==> config.mk <==
export PLATFORM = sky130hd
export DESIGN_NAME = lexicographic_permutation_engine
export DESIGN_NICKNAME = d
export VERILOG_FILES = /design/src/hw/rtl/lpe_pkg.sv /design/src/hw/rtl/lpe_front.sv /design/src/hw/rtl/lpe_queue.sv /design/src/hw/rtl/lpe_back.sv /design/src/hw/rtl/lexicographic_permutation_engine.sv
export SDC_FILE = /design/constraint.sdc
export NUM_CORES = 1
export LEC_CHECK = 0
export ABC_AREA = 1
export BUFFER_PORTS_ARGS = -buffer_cell sky130_fd_sc_hd__buf_2
export CORE_MARGIN = 5
export CORE_UTILIZATION = 50
export CTS_CLUSTER_SIZE = 30
export DETAILED_ROUTE_END_ITERATION = 12
export PLACE_DENSITY = 0.65
export SLEW_MARGIN = 20
export SYNTH_ARGS = -nofsm -noshare
export SYNTH_HDL_FRONTEND = slang
export SYNTH_SLANG_ARGS = --single-unit
export TNS_END_PERCENT = 100
==> constraint.sdc <==
create_clock -name clk -period 3.6 [get_ports clk]
set_clock_uncertainty 0.05 [all_clocks]
set_input_delay 0.18 -clock clk [delete_from_list [all_inputs] [get_ports clk]]
set_output_delay 0.18 -clock clk [all_outputs]
set_load 0.005 [all_outputs]
==> src/hw/rtl/lpe_pkg.sv <==
`default_nettype none
// ----------------------------------------------------------------------------
// lpe_pkg: shared types and constants of the permutation engine
// Opcodes, result status codes, the command word passed from the front end to
// the back end, and the back-end sequencer states.
// ----------------------------------------------------------------------------
package lpe_pkg;

	// default string capacity in characters
	localparam int LPE_MAX_LEN = 8;

	// depth of the command queue between front and back end
	localparam int LPE_QDEPTH = 2;

	// input opcodes
	typedef enum logic [1:0] {
		OP_CLEAR  = 2'd0,
		OP_APPEND = 2'd1,
		OP_START  = 2'd2,
		OP_NEXT   = 2'd3
	} op_t;

	// result status codes
	typedef enum logic [1:0] {
		ST_OK    = 2'd0,
		ST_EMPTY = 2'd1,
		ST_DONE  = 2'd2
	} stat_t;

	// command word held in the queue
	typedef struct packed {
		op_t        op;
		logic [7:0] byte_value;
	} cmd_t;

	// back-end sequencer states
	typedef enum logic [2:0] {
		B_IDLE,
		B_SORT,
		B_PIV,
		B_QSCAN,
		B_SWAP,
		B_EMIT,
		B_STAT
	} bstate_t;

endpackage
`default_nettype wire

==> src/hw/rtl/lpe_front.sv <==
`default_nettype none
// ----------------------------------------------------------------------------
// lpe_front: input stage
// Registers each accepted word, decodes its opcode into a command word and
// hands it to the command queue.
// ----------------------------------------------------------------------------
module lpe_front
	import lpe_pkg::*;
(
	input  wire logic       clk,
	input  wire logic       arst_n,
	input  wire logic       in_valid,
	output logic            in_ready,
	input  wire logic [1:0] opcode,
	input  wire logic [7:0] byte_value,
	output logic            push_valid,
	input  wire logic       push_ready,
	output cmd_t            push_cmd
);

	logic fvld_q;
	cmd_t fcmd_q;
	logic in_fire;

	// stage is free when empty or when its word moves on this cycle
	assign in_ready   = !fvld_q || push_ready;
	assign in_fire    = in_valid && in_ready;
	assign push_valid = fvld_q;
	assign push_cmd   = fcmd_q;

	// valid flag
	always_ff @(posedge clk or negedge arst_n) begin
		if (!arst_n) begin
			fvld_q <= 1'b0;
		end else if (in_fire) begin
			fvld_q <= 1'b1;
		end else if (push_ready) begin
			fvld_q <= 1'b0;
		end
	end

	// decode and hold the word
	always_ff @(posedge clk) begin
		if (in_fire) begin
			fcmd_q.op         <= op_t'(opcode);
			fcmd_q.byte_value <= byte_value;
		end
	end

endmodule
`default_nettype wire

==> src/hw/rtl/lpe_queue.sv <==
`default_nettype none
// ----------------------------------------------------------------------------
// lpe_queue: command queue
// Small FIFO of command words that lets the front end keep accepting while
// the back end works on a long command.
// ----------------------------------------------------------------------------
module lpe_queue
	import lpe_pkg::*;
(
	input  wire logic clk,
	input  wire logic arst_n,
	input  wire logic push_valid,
	output logic      push_ready,
	input  cmd_t      push_cmd,
	output logic      pop_valid,
	input  wire logic pop_ready,
	output cmd_t      pop_cmd
);

	localparam int PW = (LPE_QDEPTH > 1) ? $clog2(LPE_QDEPTH) : 1;
	localparam int CW = $clog2(LPE_QDEPTH + 1);

	cmd_t          mem_q [LPE_QDEPTH];
	logic [PW-1:0] wr_ptr_q;
	logic [PW-1:0] rd_ptr_q;
	logic [CW-1:0] count_q;
	logic          push;
	logic          pop;

	assign push_ready = (count_q != CW'(LPE_QDEPTH));
	assign pop_valid  = (count_q != '0);
	assign pop_cmd    = mem_q[rd_ptr_q];
	assign push       = push_valid && push_ready;
	assign pop        = pop_valid && pop_ready;

	// pointers and fill count
	always_ff @(posedge clk or negedge arst_n) begin
		if (!arst_n) begin
			wr_ptr_q <= '0;
			rd_ptr_q <= '0;
			count_q  <= '0;
		end else begin
			if (push) begin
				wr_ptr_q <= (wr_ptr_q == PW'(LPE_QDEPTH - 1)) ? '0 : wr_ptr_q + PW'(1);
			end
			if (pop) begin
				rd_ptr_q <= (rd_ptr_q == PW'(LPE_QDEPTH - 1)) ? '0 : rd_ptr_q + PW'(1);
			end
			if (push && !pop) begin
				count_q <= count_q + CW'(1);
			end else if (pop && !push) begin
				count_q <= count_q - CW'(1);
			end
		end
	end

	// storage
	always_ff @(posedge clk) begin
		if (push) begin
			mem_q[wr_ptr_q] <= push_cmd;
		end
	end

endmodule
`default_nettype wire

==> src/hw/rtl/lpe_back.sv <==
`default_nettype none
// ----------------------------------------------------------------------------
// lpe_back: execution unit
// Holds the string in a row of byte cells, sorts with odd-even transposition
// passes, finds the pivot and swap partner by scanning, and drives the
// registered result port.
// ----------------------------------------------------------------------------
module lpe_back
	import lpe_pkg::*;
#(
	parameter int MAX_LEN = LPE_MAX_LEN
) (
	input  wire logic       clk,
	input  wire logic       arst_n,
	input  wire logic       cmd_valid,
	output logic            cmd_ready,
	input  cmd_t            cmd,
	output logic            out_valid,
	input  wire logic       out_ready,
	output logic [7:0]      character,
	output logic            last_of_run,
	output logic [1:0]      status,
	output logic            overflowed
);

	localparam int LW = $clog2(MAX_LEN + 1);
	localparam int IW = $clog2(MAX_LEN);

	// string cells and their next values
	logic [7:0]    cs_q [MAX_LEN];
	logic [7:0]    cs_d [MAX_LEN];

	bstate_t       state_q, state_d;
	logic [LW-1:0] len_q, len_d;
	logic          ovf_q, ovf_d;
	logic [IW-1:0] idx_q, idx_d;
	logic [IW-1:0] p_q, p_d;
	logic [LW-1:0] lo_q, lo_d;
	logic [LW-1:0] pass_q, pass_d;
	logic [7:0]    pv_q, pv_d;
	logic [7:0]    qv_q, qv_d;
	stat_t         stat_q, stat_d;

	logic          ovld_q;
	logic [7:0]    ochar_q;
	logic          olast_q;
	stat_t         ostat_q;
	logic          oovf_q;

	logic          slot_free;
	logic          sort_en;
	logic          wr_en;
	logic [IW-1:0] wr_idx;
	logic [7:0]    wr_data;
	logic          ld;
	logic [7:0]    ld_char;
	logic          ld_last;
	stat_t         ld_stat;
	logic [7:0]    rd_char;
	logic [MAX_LEN-1:0] asc;

	assign slot_free   = !ovld_q || out_ready;
	assign rd_char     = cs_q[idx_q];
	assign out_valid   = ovld_q;
	assign character   = ochar_q;
	assign last_of_run = olast_q;
	assign status      = ostat_q;
	assign overflowed  = oovf_q;

	// ascending flag of each neighbor pair
	always_comb begin
		asc = '0;
		for (int k = 0; k < MAX_LEN - 1; k++) begin
			asc[k] = (cs_q[k] < cs_q[k + 1]);
		end
	end

	// cell update: one transposition phase, or a single write
	always_comb begin
		for (int k = 0; k < MAX_LEN; k++) begin
			cs_d[k] = cs_q[k];
		end
		if (sort_en) begin
			for (int k = 0; k < MAX_LEN - 1; k++) begin
				if ((LW'(k % 2) == LW'(pass_q[0])) && (LW'(k) >= lo_q) &&
				    (LW'(k + 1) < len_q) && (cs_q[k] > cs_q[k + 1])) begin
					cs_d[k]     = cs_q[k + 1];
					cs_d[k + 1] = cs_q[k];
				end
			end
		end
		if (wr_en) begin
			cs_d[wr_idx] = wr_data;
		end
	end

	// sequencer: next state and controls
	always_comb begin
		state_d   = state_q;
		len_d     = len_q;
		ovf_d     = ovf_q;
		idx_d     = idx_q;
		p_d       = p_q;
		lo_d      = lo_q;
		pass_d    = pass_q;
		pv_d      = pv_q;
		qv_d      = qv_q;
		stat_d    = stat_q;
		cmd_ready = 1'b0;
		sort_en   = 1'b0;
		wr_en     = 1'b0;
		wr_idx    = idx_q;
		wr_data   = pv_q;
		ld        = 1'b0;
		ld_char   = '0;
		ld_last   = 1'b0;
		ld_stat   = ST_OK;
		case (state_q)
			B_IDLE: begin
				cmd_ready = 1'b1;
				if (cmd_valid) begin
					case (cmd.op)
						OP_CLEAR: begin
							len_d = '0;
							ovf_d = 1'b0;
						end
						OP_APPEND: begin
							if (len_q < LW'(MAX_LEN)) begin
								wr_en   = 1'b1;
								wr_idx  = len_q[IW-1:0];
								wr_data = cmd.byte_value;
								len_d   = len_q + LW'(1);
							end else begin
								ovf_d = 1'b1;
							end
						end
						OP_START: begin
							if (len_q == '0) begin
								stat_d  = ST_EMPTY;
								state_d = B_STAT;
							end else begin
								lo_d    = '0;
								pass_d  = '0;
								state_d = B_SORT;
							end
						end
						OP_NEXT: begin
							if (len_q == '0) begin
								stat_d  = ST_EMPTY;
								state_d = B_STAT;
							end else if (len_q == LW'(1)) begin
								stat_d  = ST_DONE;
								state_d = B_STAT;
							end else begin
								idx_d   = IW'(len_q - LW'(2));
								state_d = B_PIV;
							end
						end
						default: ;
					endcase
				end
			end
			B_SORT: begin
				sort_en = 1'b1;
				if (pass_q == len_q - LW'(1)) begin
					idx_d   = '0;
					state_d = B_EMIT;
				end else begin
					pass_d = pass_q + LW'(1);
				end
			end
			// scan down for the rightmost ascending pair
			B_PIV: begin
				if (asc[idx_q]) begin
					p_d     = idx_q;
					pv_d    = rd_char;
					idx_d   = IW'(len_q - LW'(1));
					state_d = B_QSCAN;
				end else if (idx_q == '0) begin
					stat_d  = ST_DONE;
					state_d = B_STAT;
				end else begin
					idx_d = idx_q - IW'(1);
				end
			end
			// scan down for the rightmost byte above the pivot
			B_QSCAN: begin
				if (rd_char > pv_q) begin
					wr_en   = 1'b1;
					wr_idx  = idx_q;
					wr_data = pv_q;
					qv_d    = rd_char;
					state_d = B_SWAP;
				end else begin
					idx_d = idx_q - IW'(1);
				end
			end
			// finish the swap; the descending suffix is then sorted ascending
			B_SWAP: begin
				wr_en   = 1'b1;
				wr_idx  = p_q;
				wr_data = qv_q;
				lo_d    = LW'(p_q) + LW'(1);
				pass_d  = '0;
				state_d = B_SORT;
			end
			B_EMIT: begin
				if (slot_free) begin
					ld      = 1'b1;
					ld_char = rd_char;
					ld_last = (LW'(idx_q) == len_q - LW'(1));
					if (ld_last) begin
						state_d = B_IDLE;
					end else begin
						idx_d = idx_q + IW'(1);
					end
				end
			end
			B_STAT: begin
				if (slot_free) begin
					ld      = 1'b1;
					ld_last = 1'b1;
					ld_stat = stat_q;
					state_d = B_IDLE;
				end
			end
			default: begin
				state_d = B_IDLE;
			end
		endcase
	end

	// control registers
	always_ff @(posedge clk or negedge arst_n) begin
		if (!arst_n) begin
			state_q <= B_IDLE;
			len_q   <= '0;
			ovf_q   <= 1'b0;
			idx_q   <= '0;
			p_q     <= '0;
			lo_q    <= '0;
			pass_q  <= '0;
			stat_q  <= ST_OK;
			ovld_q  <= 1'b0;
		end else begin
			state_q <= state_d;
			len_q   <= len_d;
			ovf_q   <= ovf_d;
			idx_q   <= idx_d;
			p_q     <= p_d;
			lo_q    <= lo_d;
			pass_q  <= pass_d;
			stat_q  <= stat_d;
			ovld_q  <= ld || (ovld_q && !out_ready);
		end
	end

	// cells and operand holding registers
	always_ff @(posedge clk) begin
		for (int k = 0; k < MAX_LEN; k++) begin
			cs_q[k] <= cs_d[k];
		end
		pv_q <= pv_d;
		qv_q <= qv_d;
	end

	// result word register
	always_ff @(posedge clk) begin
		if (ld) begin
			ochar_q <= ld_char;
			olast_q <= ld_last;
			ostat_q <= ld_stat;
			oovf_q  <= ovf_q;
		end
	end

endmodule
`default_nettype wire

==> src/hw/rtl/lexicographic_permutation_engine.sv <==
`default_nettype none
// Input words pass a register and a 2-deep queue, results an output register.
// Clear and append: no result; the back end retires one each cycle. Start: accept,
// n transposition passes, then n result words, one per cycle unless out_ready stalls.
// Next: pivot and partner scans over up to n-1 bytes each, a swap, n passes over the
// suffix, then n result words (n = string length). Empty or no next: one status word.
// Reset clears length, overflow mark and all handshakes; cell contents are undefined.
// ----------------------------------------------------------------------------
// lexicographic_permutation_engine: top level
// Front end registers and decodes input words, a command queue buffers them,
// and the back end sorts, permutes and emits the string.
// ----------------------------------------------------------------------------
module lexicographic_permutation_engine
	import lpe_pkg::*;
#(
	parameter int MAX_LEN = LPE_MAX_LEN
) (
	input  wire logic       clk,
	input  wire logic       arst_n,
	input  wire logic       in_valid,
	output logic            in_ready,
	input  wire logic [1:0] opcode,
	input  wire logic [7:0] byte_value,
	output logic            out_valid,
	input  wire logic       out_ready,
	output logic [7:0]      character,
	output logic            last_of_run,
	output logic [1:0]      status,
	output logic            overflowed
);

	logic push_valid;
	logic push_ready;
	cmd_t push_cmd;
	logic pop_valid;
	logic pop_ready;
	cmd_t pop_cmd;

	// input stage
	lpe_front u_front (
		.clk        (clk),
		.arst_n     (arst_n),
		.in_valid   (in_valid),
		.in_ready   (in_ready),
		.opcode     (opcode),
		.byte_value (byte_value),
		.push_valid (push_valid),
		.push_ready (push_ready),
		.push_cmd   (push_cmd)
	);

	// command queue
	lpe_queue u_queue (
		.clk        (clk),
		.arst_n     (arst_n),
		.push_valid (push_valid),
		.push_ready (push_ready),
		.push_cmd   (push_cmd),
		.pop_valid  (pop_valid),
		.pop_ready  (pop_ready),
		.pop_cmd    (pop_cmd)
	);

	// execution unit
	lpe_back #(
		.MAX_LEN (MAX_LEN)
	) u_back (
		.clk         (clk),
		.arst_n      (arst_n),
		.cmd_valid   (pop_valid),
		.cmd_ready   (pop_ready),
		.cmd         (pop_cmd),
		.out_valid   (out_valid),
		.out_ready   (out_ready),
		.character   (character),
		.last_of_run (last_of_run),
		.status      (status),
		.overflowed  (overflowed)
	);

endmodule
`default_nettype wire

Word level (Yosys, flattened, before mapping) --
Memory sizes are Yosys's and may differ from the RTL's. Index checks and enable logic that the tools add are counted.
Storage, ports and cells: register bits after elaboration 68, RAM bits 84, input port bits 14, output and inout port bits 14, word-level logic and storage cells 249, memories kept 2
Cells by class: add/subtract/negate cells 11, magnitude comparators 33, equality and inequality tests 35, mux-type cells 85, bitwise logic cells 2, reductions and logical operators 60
Memories:
- u_back.cs_q | depth 8, width 8, rd ports 9, clocked after memory_dff 0, wr ports 8, RTL line lpe_back.sv:30 | logic [7:0] cs_q [MAX_LEN];
- u_queue.mem_q | depth 2, width 10, rd ports 1, clocked after memory_dff 0, wr ports 1, RTL line lpe_queue.sv:23 | cmd_t mem_q [LPE_QDEPTH];
Operator list (count):
- $mux 16 | 9
- $mux 64 | 2
- $mux 3 | 24
- $bwmux 64 | 1
- $gt 8x8->1 | 8
- $lt 8x8->1 | 7
- $mux 8 | 4
- $logic_and 1x1->1 | 28
- $demux 8 s3 | 1
- $ne 2x2->1 const B | 11
- $pmux 3 s7 | 1
- $mux 4 | 5
- $mux 1 | 17
- $lt 3x4->1 const A | 4
- $mux 2 | 8
- $pmux 4 s2 | 2
- $pmux 8 s2 | 1
- $pmux 3 s5 | 1
- $ne 2x1->1 const B | 7
- $ge 3x4->1 const A | 3
- $pmux 3 s2 | 2
- $pmux 4 s3 | 1
- $reduce_and 4->1 | 3
- $reduce_bool 2->1 | 6
- 48 further kinds | 70

Depth between registers and ports, before layout --
Gate-level depths: netlist of run 1.
depth after elaboration 16, mapped depth 22, depth with buffers taken out 20

Hierarchy --
From an unflattened synthesis of run 1, not the netlist that was laid out.
Second synthesis, totals: cells, all modules 1472, area total of the unflattened synthesis 10312.4 um^2
By module, submodules not included:
- lpe_back | times used 1, cells an instance 1375, area each 8992.4 um^2, seq. area each 2747.6 um^2
- lpe_queue | times used 1, cells an instance 81, area each 974.7 um^2, seq. area each 700.7 um^2
- lpe_front | times used 1, cells an instance 16, area each 345.3 um^2, seq. area each 325.3 um^2

Least setup slack after synthesis of run 1 --
OpenSTA, ideal clock, no wires.
kind register to register, start point register u_back.idx_q[0], end point memory u_back.cs_q[2][2], library setup time 113 ps, arrival time 2825 ps, data required time 3437 ps, slack 612 ps, cell stages (with the launch flop) 22, buffers on the path 3, period minus slack after synthesis 2988 ps, cell sequence dfrtp_1 -> inv_1 -> clkbuf_1 -> clkbuf_1 -> a21oi_1 -> o21ai_0 -> nand2_1 -> nand2_1 -> nand2_1 -> ha_1 -> nand2_1 -> nor2_1 -> nand2_1 -> o211ai_1 -> nand3_1 -> nand3_2 -> nand2_4 -> buf_6 -> nor2_8 -> inv_2 -> nand2_1 -> nand2_1
RTL lines:
- start, declared | RTL line lpe_back.sv:36 | logic [IW-1:0] idx_q, idx_d;
- start signal, assigned | RTL line lpe_back.sv:249 | idx_q <= idx_d;
- end, declared | RTL line lpe_back.sv:30

==> impl_metrics.py, run 1 <==
metrics = {
    "worst_setup_path": {
        "r2r_end": "u_back.cs_q[4][1]",
        "crit_type": "reg2reg",
        "worstSetupStartpoint": "u_back.idx_q[1]",
        "cp-endpoint": "u_back.cs_q[4][1]",
        "worstPathRequired_ns": 3.88,
        "reg2reg_depth": 20,
        "cp-end-kind": "register",
        "crit_path_max_fanout": 12,
        "crit_arrival_ns": 3.57,
        "rrSetupSlack_ns": 0.31,
        "start_kind": "register",
        "worstReg2RegStart": "u_back.idx_q[1]",
    },
    "grt": {
        "overflow": 0,
        "grt_pass1_wl_mm": 49.8,
        "grt_max_degree": 48,
        "antenna_found_initial": 1,
        "first_global_vias": 9013,
        "grt_usage": 0.266,
    },
    "die": {
        "dieArea_um2": 23600,
        "die_w_um": 154,
        "initial_utilization": 0.509,
        "rows": 52,
        "num_io_pins": 28,
        "die_height_um": 154,
        "coreArea_um2": 20300,
    },
    "logic_synthesis": {
        "ys.warnings.count": 0,
        "synth_mux_area_frac": 0,
        "syn_nets": 1543,
        "synthTopCellsByCount": "nand2_1, o21ai_0, inv_1, nor2_1, a21oi_1",
        "syn_area_um2": 10300,
        "synth-async-reset-ratio": 0.197,
        "synth_simple_gate_area_share": 0.267,
        "ys_seq_area_frac": 0.365,
        "synth-compound-area-share": 0.190,
        "synthDominantCellAreaShare": 0.169,
        "yosysTopAreaCell": "edfxtp_1",
        "synth-seq-cells": 152,
        "yosys-top-cells-area": "edfxtp_1, nand2_1, dfxtp_1",
        "synth_ff_type": "dfxtp_1",
        "synth-edff-count": 58,
        "netlist-cell-type-count": 50,
        "yosysMostFrequentCell": "nand2_1",
        "synth_top_family_by_area": "simple AND/OR/NAND/NOR gates",
        "synthCells": 1453,
        "syn_avg_cell_area_um2": 7.11,
        "synth_xor_area_frac": 0.00847,
        "synthAdderAreaFrac": 0.0920,
    },
    "sta": {
        "setup_viol": 0,
        "holdWs_ns": 0.0909,
        "slew-limit-headroom": 0.402,
        "fin_ws_ns": 0.310,
        "maxSlewViolCount": 0,
        "fin_crit_ns": 3.29,
        "post-route-period-util": 0.914,
        "finalHoldViolCount": 0,
        "fmax_mhz": 304,
        "worstMarginPinSlew_ns": 0.893,
    },
    "routing": {
        "top_layer": "met5",
        "num_vias": 9796,
        "drt_iter0_drc": 1000,
        "drc": 0,
        "drt-met1-wl_mm": 13.7,
        "wl_per_cell_um": 17.8,
        "drt_wl_total_mm": 31.7,
        "wl_met3_mm": 2.44,
        "dr.pass1.iters": 6,
        "wl_met2_mm": 14.2,
        "ant_nets": 0,
        "via_per_inst": 5.50,
    },
    "job": {
        "drv_cap": 0,
    },
    "cts": {
        "cts_made_buffers": 17,
        "clk_latency_ns": 0.44,
        "htreeDepth": 4,
        "cts_root_buf": "clkbuf_16",
        "cts_tree": "done",
        "clockBufferDepth": 2,
        "cts_sinks": 152,
        "clk_pin_slew_worst_paths_ns": 0.07,
    },
    "finish": {
        "finalNetCount": 1587,
        "finalInstanceArea_um2": 11600,
        "synthToLayoutAreaGrowth_pct": 12.3,
        "fillerInstances": 1983,
        "layout-drive-gt1-share": 0.0921,
        "insertedDiodeCount": 0,
        "final_core_util": 0.572,
        "final_cells": 1780,
    },
    "power": {
        "ir_worst_vdd_mv": 0.561,
        "p_switching_mw": 6.34,
        "power.internal_mw": 5.70,
        "switching_share": 0.527,
        "p_comb_frac": 0.590,
        "pwr-share-clk": 0.156,
        "p_seq_frac": 0.255,
        "p_leak_nw": 5.52,
        "p_per_area_nw_per_um2": 1040,
    },
    "status": {
        "outcome": "complete, no violations",
    },
    "placed_design": {
        "placed_area_um2": 10800,
        "gp_congestion": 0.927,
        "post-place-ws_ns": 0.225,
        "portBuffers": 27,
        "dp_hpwl_mm": 23.6,
        "placed_cells_incl_taps": 1734,
    },
    "min_path": {
        "min_path_cells": 4,
        "hp-class": "in2reg",
    },
}
final cells by class:
cell class	instances	area [µm²]	area share
clock buffers	17	425	0.0367
inverters	162	617	0.0532
clock inverters	15	191	0.0165
well taps	270	338	0.0291
multi-input cells	1095	5770	0.497
repair buffers	69	488	0.0420
flip-flops and latches	152	3770	0.325
registers in the layout, summed over array words and instances (netlist names), 2 cells and up:
| signal | cells |
|---|---|
| u_front.push_cmd | 10 |
| u_queue.mem_q | 20 |
| u_back.p_q | 3 |
| u_back.state_q | 3 |
| u_back.qv_q | 8 |
| u_back.stat_q | 2 |
| u_back.idx_q | 3 |
| u_back.len_q | 4 |
| u_back.pass_q | 4 |
| u_back.cs_q | 64 |
| u_back.character | 8 |
| u_back.status | 2 |
| u_back.lo_q | 4 |
| u_back.pv_q | 8 |
| u_queue.count_q | 2 |
routing by layer:
layer / up-vias / global-route usage
met4: 2 / 0.111
li1: 4905 / -
met1: 4445 / 0.354
met2: 356 / 0.420
met5: - / 0
met3: 88 / 0.0607
metrics by stage:
stage          setup TNS (ns)  power [mW]
2_1_floorplan               0        7.82
3_3_place_gp                0        9.90
3_5_place_dp                0        9.98
4_1_cts                     0        11.9
5_1_grt              -0.00279        13.1
6_report                    0        12.0
cells in the final DEF (no fill, tap or decap), types with 5 or more instances in the layout:
cell type,n
nand4_1,5
ha_1,76
nand2_4,8
inv_2,13
o211ai_1,8
nor2_8,5
a31oi_1,6
xor2_1,6
clkbuf_16,17
o21ai_0,184
buf_2,27
nand3_1,22
inv_8,6
o21bai_1,9
dfxtp_1,64
nor2_1,122
a21oi_1,80
o221ai_1,8
buf_4,29
inv_1,144
dlygate4sd3_1,12
dfrtp_1,30
nor2_4,6
o22ai_1,31
edfxtp_1,58
o21ai_1,9
nand2_1,462
what timing repair did:
action,CTS,global route
hold buffers,12,0
buffers inserted,0,2
setup endpoints to repair,0,62
gates resized for setup,0,7
hold endpoints to repair,41,0
logic make-up (layout without fill, tap and decap cells):
family	after synthesis	count (layout)
xor gates and xnor gates	10	10
and+or+nand+nor	654	654
DFF	152	152
adders and majority gates	76	76
AOI/OAI and AO/OA	355	355
buffers and inverters	206	263
worst min path at each step:
stage | startpoint | endpoint
6_report | out_ready | u_back.out_valid
5_1_grt | out_ready | u_back.out_valid
4_1_cts | out_ready | u_back.out_valid
3_5_place_dp | arst_n | u_front.push_valid
3_3_place_gp | arst_n | u_queue.wr_ptr_q
2_1_floorplan | arst_n | u_back.idx_q[0]
worst max-delay path, stage by stage (launching register included):
cell and delay (ns):
dfrtp_1 0.40, clkinvlp_4 0.25, a21oi_1 0.18, o21ai_0 0.14, nand2_1 0.08, inv_1 0.05
o21ai_0 0.35, inv_1 0.12, ha_1 0.21, nor2_1 0.09, o21ai_0 0.07, nand2_1 0.06
nand2_1 0.05, o211ai_1 0.10, nand3_1 0.15, nand3_2 0.15, nand2_4 0.20, nor2_4 0.24
inv_2 0.12, nand2_1 0.08, nand2_1 0.05
power groups by stage:
stage                     clock network [mW]  logic, mW  registers [mW]
final                                   1.87       7.10            3.07
after detailed placement                   0       6.90            3.08
after global routing                    1.97       7.96            3.13
after global placement                     0       6.83            3.07
after floorplan                            0       4.97            2.85
after CTS                               1.88       6.95            3.04
Power figures use the tool's default switching activity.
==> inputs of run 2 (changes only) <==
--- a/config.mk
+++ b/config.mk
@@ -11,9 +11,11 @@
 export CORE_UTILIZATION = 50
 export CTS_CLUSTER_SIZE = 30
 export DETAILED_ROUTE_END_ITERATION = 12
+export GPL_TIMING_DRIVEN = 0
 export PLACE_DENSITY = 0.65
 export SLEW_MARGIN = 20
 export SYNTH_ARGS = -nofsm -noshare
 export SYNTH_HDL_FRONTEND = slang
+export SYNTH_HIERARCHICAL = 1
 export SYNTH_SLANG_ARGS = --single-unit
 export TNS_END_PERCENT = 100
==> impl_metrics.py, run 2 <==
metrics = {
    "status": {
        "outcome": "complete, no violations",
    },
    "placed_design": {
        "gp_congestion": 1.00,
        "placed_cells_incl_taps": 1776,
        "portBuffers": 27,
        "dp_hpwl_mm": 26.5,
    },
    "finish": {
        "fillerInstances": 1988,
        "final_cells": 1833,
        "top_register": "u_back/cs_q",
        "insertedDiodeCount": 0,
        "finalNetCount": 1640,
        "multi_input_area_um2": 5670,
        "layout-drive-gt1-share": 0.101,
        "mostFrequentLayoutCells": "nand2_1, inv_1, o21ai_0, nor2_1, ha_1",
        "layout_commonest_cell": "nand2_1",
        "final_core_util": 0.583,
        "synthToLayoutAreaGrowth_pct": 14.8,
        "seq_area_um2": 3770,
        "largest_reg_flops": 64,
    },
    "logic_synthesis": {
        "ys_seq_area_frac": 0.366,
        "yosysMostFrequentCell": "nand2_1",
        "ys.warnings.count": 6,
        "synthTopCellsByCount": "nand2_1, inv_1, o21ai_0, nor2_1, ha_1",
        "synth-edff-count": 58,
        "syn_area_um2": 10300,
        "synth-seq-cells": 152,
        "yosys-top-cells-area": "nand2_1, edfxtp_1, dfxtp_1",
        "synth-async-reset-ratio": 0.197,
        "syn_nets": 1562,
        "yosysTopAreaCell": "nand2_1",
        "synthDominantCellAreaShare": 0.170,
        "syn_avg_cell_area_um2": 7.01,
        "synth_ff_type": "dfxtp_1",
        "synthCells": 1472,
        "netlist-cell-type-count": 51,
    },
    "routing": {
        "num_vias": 10200,
        "dr.pass1.iters": 7,
        "drt_wl_total_mm": 34.1,
        "via_per_inst": 5.54,
        "drt_iter0_drc": 851,
        "ant_nets": 0,
        "wl_per_cell_um": 18.6,
        "drc": 0,
    },
    "sta": {
        "worstMarginPinSlew_ns": 1.05,
        "grt_setup_unrepaired": "no",
        "slew-limit-headroom": 0.296,
        "maxSlewViolCount": 0,
        "setup_tns_ns": 0,
        "fmax_mhz": 292,
        "fin_crit_ns": 3.42,
        "setup_viol": 0,
        "holdWs_ns": 0.0582,
        "finalHoldViolCount": 0,
        "post-route-period-util": 0.950,
    },
    "cts": {
        "htreeDepth": 4,
        "cts_sinks": 152,
        "cts_tree": "done",
        "clk_latency_ns": 0.44,
        "cts_made_buffers": 17,
        "clockBufferDepth": 2,
        "cts_root_buf": "clkbuf_16",
        "clk_pin_slew_worst_paths_ns": 0.07,
    },
    "worst_setup_path": {
        "crit_path_max_fanout": 10,
        "rrSetupSlack_ns": 0.18,
        "worstPathRequired_ns": 3.88,
        "cpMostUsedCell": "nand2_1",
        "path_cells": "buf_4 > buf_4 > a21oi_1 > o21ai_1 > o221ai_1 > nand2_1 > nand2_1 > ha_1 > inv_1 > nor2_1 > o21ai_0 > nand2_1 > nand2_1 > o211ai_1 > nand3_1 > nand2_2 > nand2_2 > inv_2 > nand2_4 > inv_4 > nand2_1 > nand2_1 > inv_1",
        "crit_arrival_ns": 3.70,
        "cpMaxStageDelayCell": "dfrtp_2",
        "cp-end-kind": "register",
        "start_kind": "register",
        "crit_type": "reg2reg",
        "cpPeakStageDelay_ns": 0.42,
    },
    "grt": {
        "grt_max_degree": 31,
        "antenna_found_initial": 2,
        "grt_usage": 0.288,
        "first_global_vias": 9701,
        "grt_pass1_wl_mm": 53.0,
        "overflow": 0,
    },
    "die": {
        "die_w_um": 154,
        "num_io_pins": 28,
        "coreArea_um2": 20300,
        "die_height_um": 154,
        "initial_utilization": 0.508,
        "dieArea_um2": 23600,
        "rows": 52,
    },
    "power": {
        "p_leak_nw": 5.86,
        "ir_worst_vdd_mv": 0.517,
        "p_per_area_nw_per_um2": 1020,
    },
    "min_path": {
        "hp-class": "in2reg",
    },
    "job": {
        "drv_cap": 0,
    },
}
## run 2: changes by cell type after synthesis, sizes merged, moves of 9 or more
cell	change
a21oi	-14
a221oi	+9
inv	+52
nand3	+26
nor2	-39
o21ai	-20
## run 2: worst max-delay path, delay by kind of cell, from the launching register on
kind	cells	cell delay (ns)
DFF	1	0.42
adders and majority gates	1	0.32
AOI/OAI and AO/OA	5	0.51
buffers and inverters	6	0.79
and+or+nand+nor	11	1.20
## run 2: layout make-up
cell class,instances,area share
multi-input cells,1064,0.479
flip-flops and latches,152,0.319
inverters,214,0.0694
clock buffers,17,0.0359
repair buffers,60,0.0349
well taps,270,0.0285
plain buffers,41,0.0181
clock inverters,15,0.0156
## run 2: worst paths after layout
path | start | endpoint | cells past startpoint
min in group asynchronous | arst_n | u_front/push_valid | 2
max reg2reg | u_back/idx_q[1] | u_back/cs_q[3][7] | 23
min reg2reg | u_front/push_cmd[1] | u_queue/mem_q[0][1] | 0
min | out_ready | u_back/out_valid | 4
max | u_back/idx_q[1] | u_back/cs_q[3][7] | 23
max in group asynchronous | arst_n | u_back/idx_q[1] | 2
## run 2: timing repair
item | CTS | global route
gates resized for setup | 16 | 45
setup endpoints to repair | 78 | 78
buffers inserted | 3 | 11
hold buffers | 12 | 0
endpoints found under the hold margin | 41 | 0
pin swaps | 1 | 5
## run 2: logic make-up after synthesis
logic type                 Yosys count  share of synthesized area
AOI/OAI and AO/OA                  322                      0.175
xor gates and xnor gates            10                    0.00922
adders and majority gates           76                     0.0922
buffers and inverters              256                     0.0959
DFF                                152                      0.366
and+or+nand+nor                    656                      0.262
## run 2: where the power goes
part | internal [mW] | leakage (nW) | total (mW) | switching, mW
registers | 2.50 | 1.46 | 3.17 | 0.668
logic | 2.31 | 4.10 | 7.01 | 4.70
clock network | 0.946 | 0.293 | 1.85 | 0.901
total | 5.76 | 5.86 | 12.0 | 6.27
## run 2: through the flow
step | setup slack, ns | total power, mW | instance area (µm²)
6_report | 0.180 | 12.0 | 11800
3_3_place_gp | -0.536 | 9.55 | 10800
3_5_place_dp | -0.533 | 9.77 | 10900
5_1_grt | 0.0101 | 13.1 | 11800
2_1_floorplan | 0.538 | 7.59 | 10300
4_1_cts | -0.0148 | 11.7 | 11700
## run 2: routing by layer
| metal | vias up | part of all wire | wire (µm) | global-route usage |
|---|---|---|---|---|
| met4 | 2 | 0.055 | 1890 | 0.149 |
| met2 | 432 | 0.45 | 15300 | 0.459 |
| li1 | 4995 | - | - | - |
| met3 | 107 | 0.081 | 2760 | 0.0624 |
| met5 | - | 0.00038 | 13 | 0 |
| met1 | 4624 | 0.41 | 14100 | 0.367 |
==> inputs of run 3 (changes only) <==
--- a/config.mk
+++ b/config.mk
@@ -8,11 +8,12 @@
 export ABC_AREA = 1
 export BUFFER_PORTS_ARGS = -buffer_cell sky130_fd_sc_hd__buf_2
 export CORE_MARGIN = 5
-export CORE_UTILIZATION = 50
+export CORE_UTILIZATION = 55
 export CTS_CLUSTER_SIZE = 30
 export DETAILED_ROUTE_END_ITERATION = 12
 export GPL_TIMING_DRIVEN = 0
-export PLACE_DENSITY = 0.65
+export PLACE_DENSITY = 0.71
+export REMOVE_ABC_BUFFERS = 1
 export SLEW_MARGIN = 20
 export SYNTH_ARGS = -nofsm -noshare
 export SYNTH_HDL_FRONTEND = slang
==> impl_metrics.py, run 3 (synthesis gave the netlist of run 2 again) <==
metrics = {
    "status": {
        "outcome": "complete, no violations",
    },
    "routing": {
        "drt_wl_total_mm": 32.0,
        "via_per_inst": 5.73,
        "num_vias": 10100,
        "drt_iter0_drc": 1143,
        "dr.pass1.iters": 5,
        "wl_per_cell_um": 18.2,
        "ant_nets": 0,
        "drc": 0,
    },
    "finish": {
        "largest_reg_flops": 64,
        "synthToLayoutAreaGrowth_pct": 13.3,
        "mostFrequentLayoutCells": "nand2_1, inv_1, o21ai_0, nor2_1, ha_1",
        "insertedDiodeCount": 0,
        "final_core_util": 0.629,
        "fillerInstances": 1671,
        "layout-drive-gt1-share": 0.0949,
        "finalInstanceArea_um2": 11700,
        "finalNetCount": 1605,
        "top_register": "u_back/cs_q",
        "layout_commonest_cell": "nand2_1",
    },
    "sta": {
        "slew-limit-headroom": 0.300,
        "fin_crit_ns": 3.44,
        "finalHoldViolCount": 0,
        "grt_setup_unrepaired": "yes",
        "worstMarginPinSlew_ns": 1.04,
        "setup_viol": 0,
        "maxSlewViolCount": 0,
        "fmax_mhz": 291,
        "post-route-period-util": 0.955,
    },
    "power": {
        "ir_worst_vdd_mv": 0.526,
        "power.internal_mw": 5.73,
        "p_leak_nw": 5.78,
        "p_switching_mw": 6.13,
        "switching_share": 0.517,
        "pwr-share-clk": 0.155,
        "p_per_area_nw_per_um2": 1010,
        "p_comb_frac": 0.576,
        "p_seq_frac": 0.269,
    },
    "die": {
        "die_w_um": 147,
        "rows": 50,
        "num_io_pins": 28,
        "coreArea_um2": 18600,
        "dieArea_um2": 21600,
        "initial_utilization": 0.555,
        "die_height_um": 147,
    },
    "grt": {
        "first_global_vias": 9455,
        "overflow": 0,
        "grt_usage": 0.297,
        "grt_pass1_wl_mm": 50.6,
        "grt_max_degree": 39,
        "antenna_found_initial": 0,
    },
    "worst_setup_path": {
        "critPathBufInv": 4,
        "rrSetupSlack_ns": 0.16,
        "worstReg2RegStart": "u_queue/rd_ptr_q",
        "worstPathRequired_ns": 3.89,
        "crit_type": "reg2reg",
        "crit_arrival_ns": 3.72,
        "start_kind": "register",
        "reg2reg_depth": 11,
        "path_cells": "inv_1 > nand2_1 > nand2_1 > inv_1 > nand4_2 > inv_1 > o21ai_1 > a221oi_2 > inv_1 > nand2_1 > nand2_1",
        "cpMaxStageDelayCell": "a221oi_2",
        "path_delay_family": "compound AO/OA/AOI/OAI gates",
        "crit_path_max_fanout": 12,
        "cp-end-kind": "register",
        "cpPeakStageDelay_ns": 0.92,
        "r2r_end": "u_back/cs_q[1][0]",
    },
    "min_path": {
        "min_path_cells": 4,
        "hp-class": "in2reg",
        "min_to": "u_back/out_valid",
        "min_from": "out_ready",
    },
    "cts": {
        "cts_sinks": 152,
        "cts_made_buffers": 17,
        "clk_latency_ns": 0.45,
        "htreeDepth": 4,
        "cts_tree": "done",
        "cts_root_buf": "clkbuf_16",
        "clk_pin_slew_worst_paths_ns": 0.07,
        "clockBufferDepth": 2,
    },
    "placed_design": {
        "gp_congestion": 0.961,
        "dp_hpwl_mm": 22.8,
        "portBuffers": 27,
        "placed_area_um2": 10700,
    },
    "job": {
        "drv_cap": 0,
    },
}
==> run 3: cell types whose count changed in the layout (fill, tap and decap cells not counted), sizes merged <==
cell	previous run	this run
inv	219	217
clkinvlp	2	3
buf	60	53
clkbuf	46	17
clkinv	8	10
==> run 3: per-stage QoR <==
step	hold slack (ns)	setup slack, ns	total power [mW]	std cells	setup TNS, ns
after floorplan	-0.166	0.235	7.49	1430	0
after global placement	0.210	-1.45	9.22	1691	-90.50
after detailed placement	0.221	-1.28	9.48	1698	-85.61
after CTS	0.0643	0.0143	11.5	1755	0
after global routing	0.114	-0.0382	12.9	1762	-0.320
final	0.0697	0.164	11.9	1762	0
==> run 3: metal layers <==
layer,vias up,global-route usage,part of all wire
met2,478,0.487,0.46
met4,0,0.133,0.043
met1,4600,0.386,0.42
met5,-,0,0
li1,4919,-,-
met3,92,0.0500,0.076
==> run 3: final cells by class <==
class	instances	area (µm²)	share of cell area
Multi-Input combinational cell	1064	5670	0.485
Timing Repair Buffer	65	485	0.0415
Clock inverter	15	184	0.0157
Tap cell	234	293	0.0251
Sequential cell	152	3780	0.324
Timing Repair inverter	1	7.51	0.000642
Inverter	214	841	0.0719
Clock buffer	17	425	0.0364
==> run 3: power groups by stage <==
stage                     logic (mW)  registers [mW]  clock network [mW]
final                           6.84            3.19                1.83
after global routing            7.70            3.26                1.93
after CTS                       6.50            3.18                1.85
after detailed placement        6.25            3.24                   0
after global placement          6.01            3.21                   0
after floorplan                 4.51            2.98                   0
==> run 3: how the worst max path moves through the flow <==
| stage | startpoint | to | slack, ns | cells past startpoint |
|---|---|---|---|---|
| finish | u_queue/rd_ptr_q | u_back/cs_q[1][0] | 0.16 | 11 |
| global route | u_back/idx_q[0] | u_back/cs_q[0][5] | -0.04 | 19 |
| CTS | u_back/idx_q[1] | u_back/cs_q[1][0] | 0.01 | 21 |
| detailed placement | u_back/idx_q[0] | u_back/cs_q[2][4] | -1.28 | 22 |
| global placement | u_back/state_q[2] | u_back/state_q[0] | -1.45 | 7 |
| floorplan | u_back/idx_q[0] | u_back/cs_q[1][0] | 0.24 | 20 |
==> run 3: tightest hold or removal path: stages <==
cell and delay, ns:
buf_2 0.07, nor2_1 0.06, inv_1 0.10, nand3b_1 0.10
==> run 3: timing repair <==
| item | CTS | global route |
|---|---|---|
| hold buffers | 12 | 0 |
| pin swaps | 0 | 4 |
| gates resized for setup | 13 | 23 |
| endpoints found under the hold margin | 41 | 0 |
| cloned | 1 | 0 |
| setup endpoints to repair | 86 | 64 |
| buffers inserted | 12 | 7 |
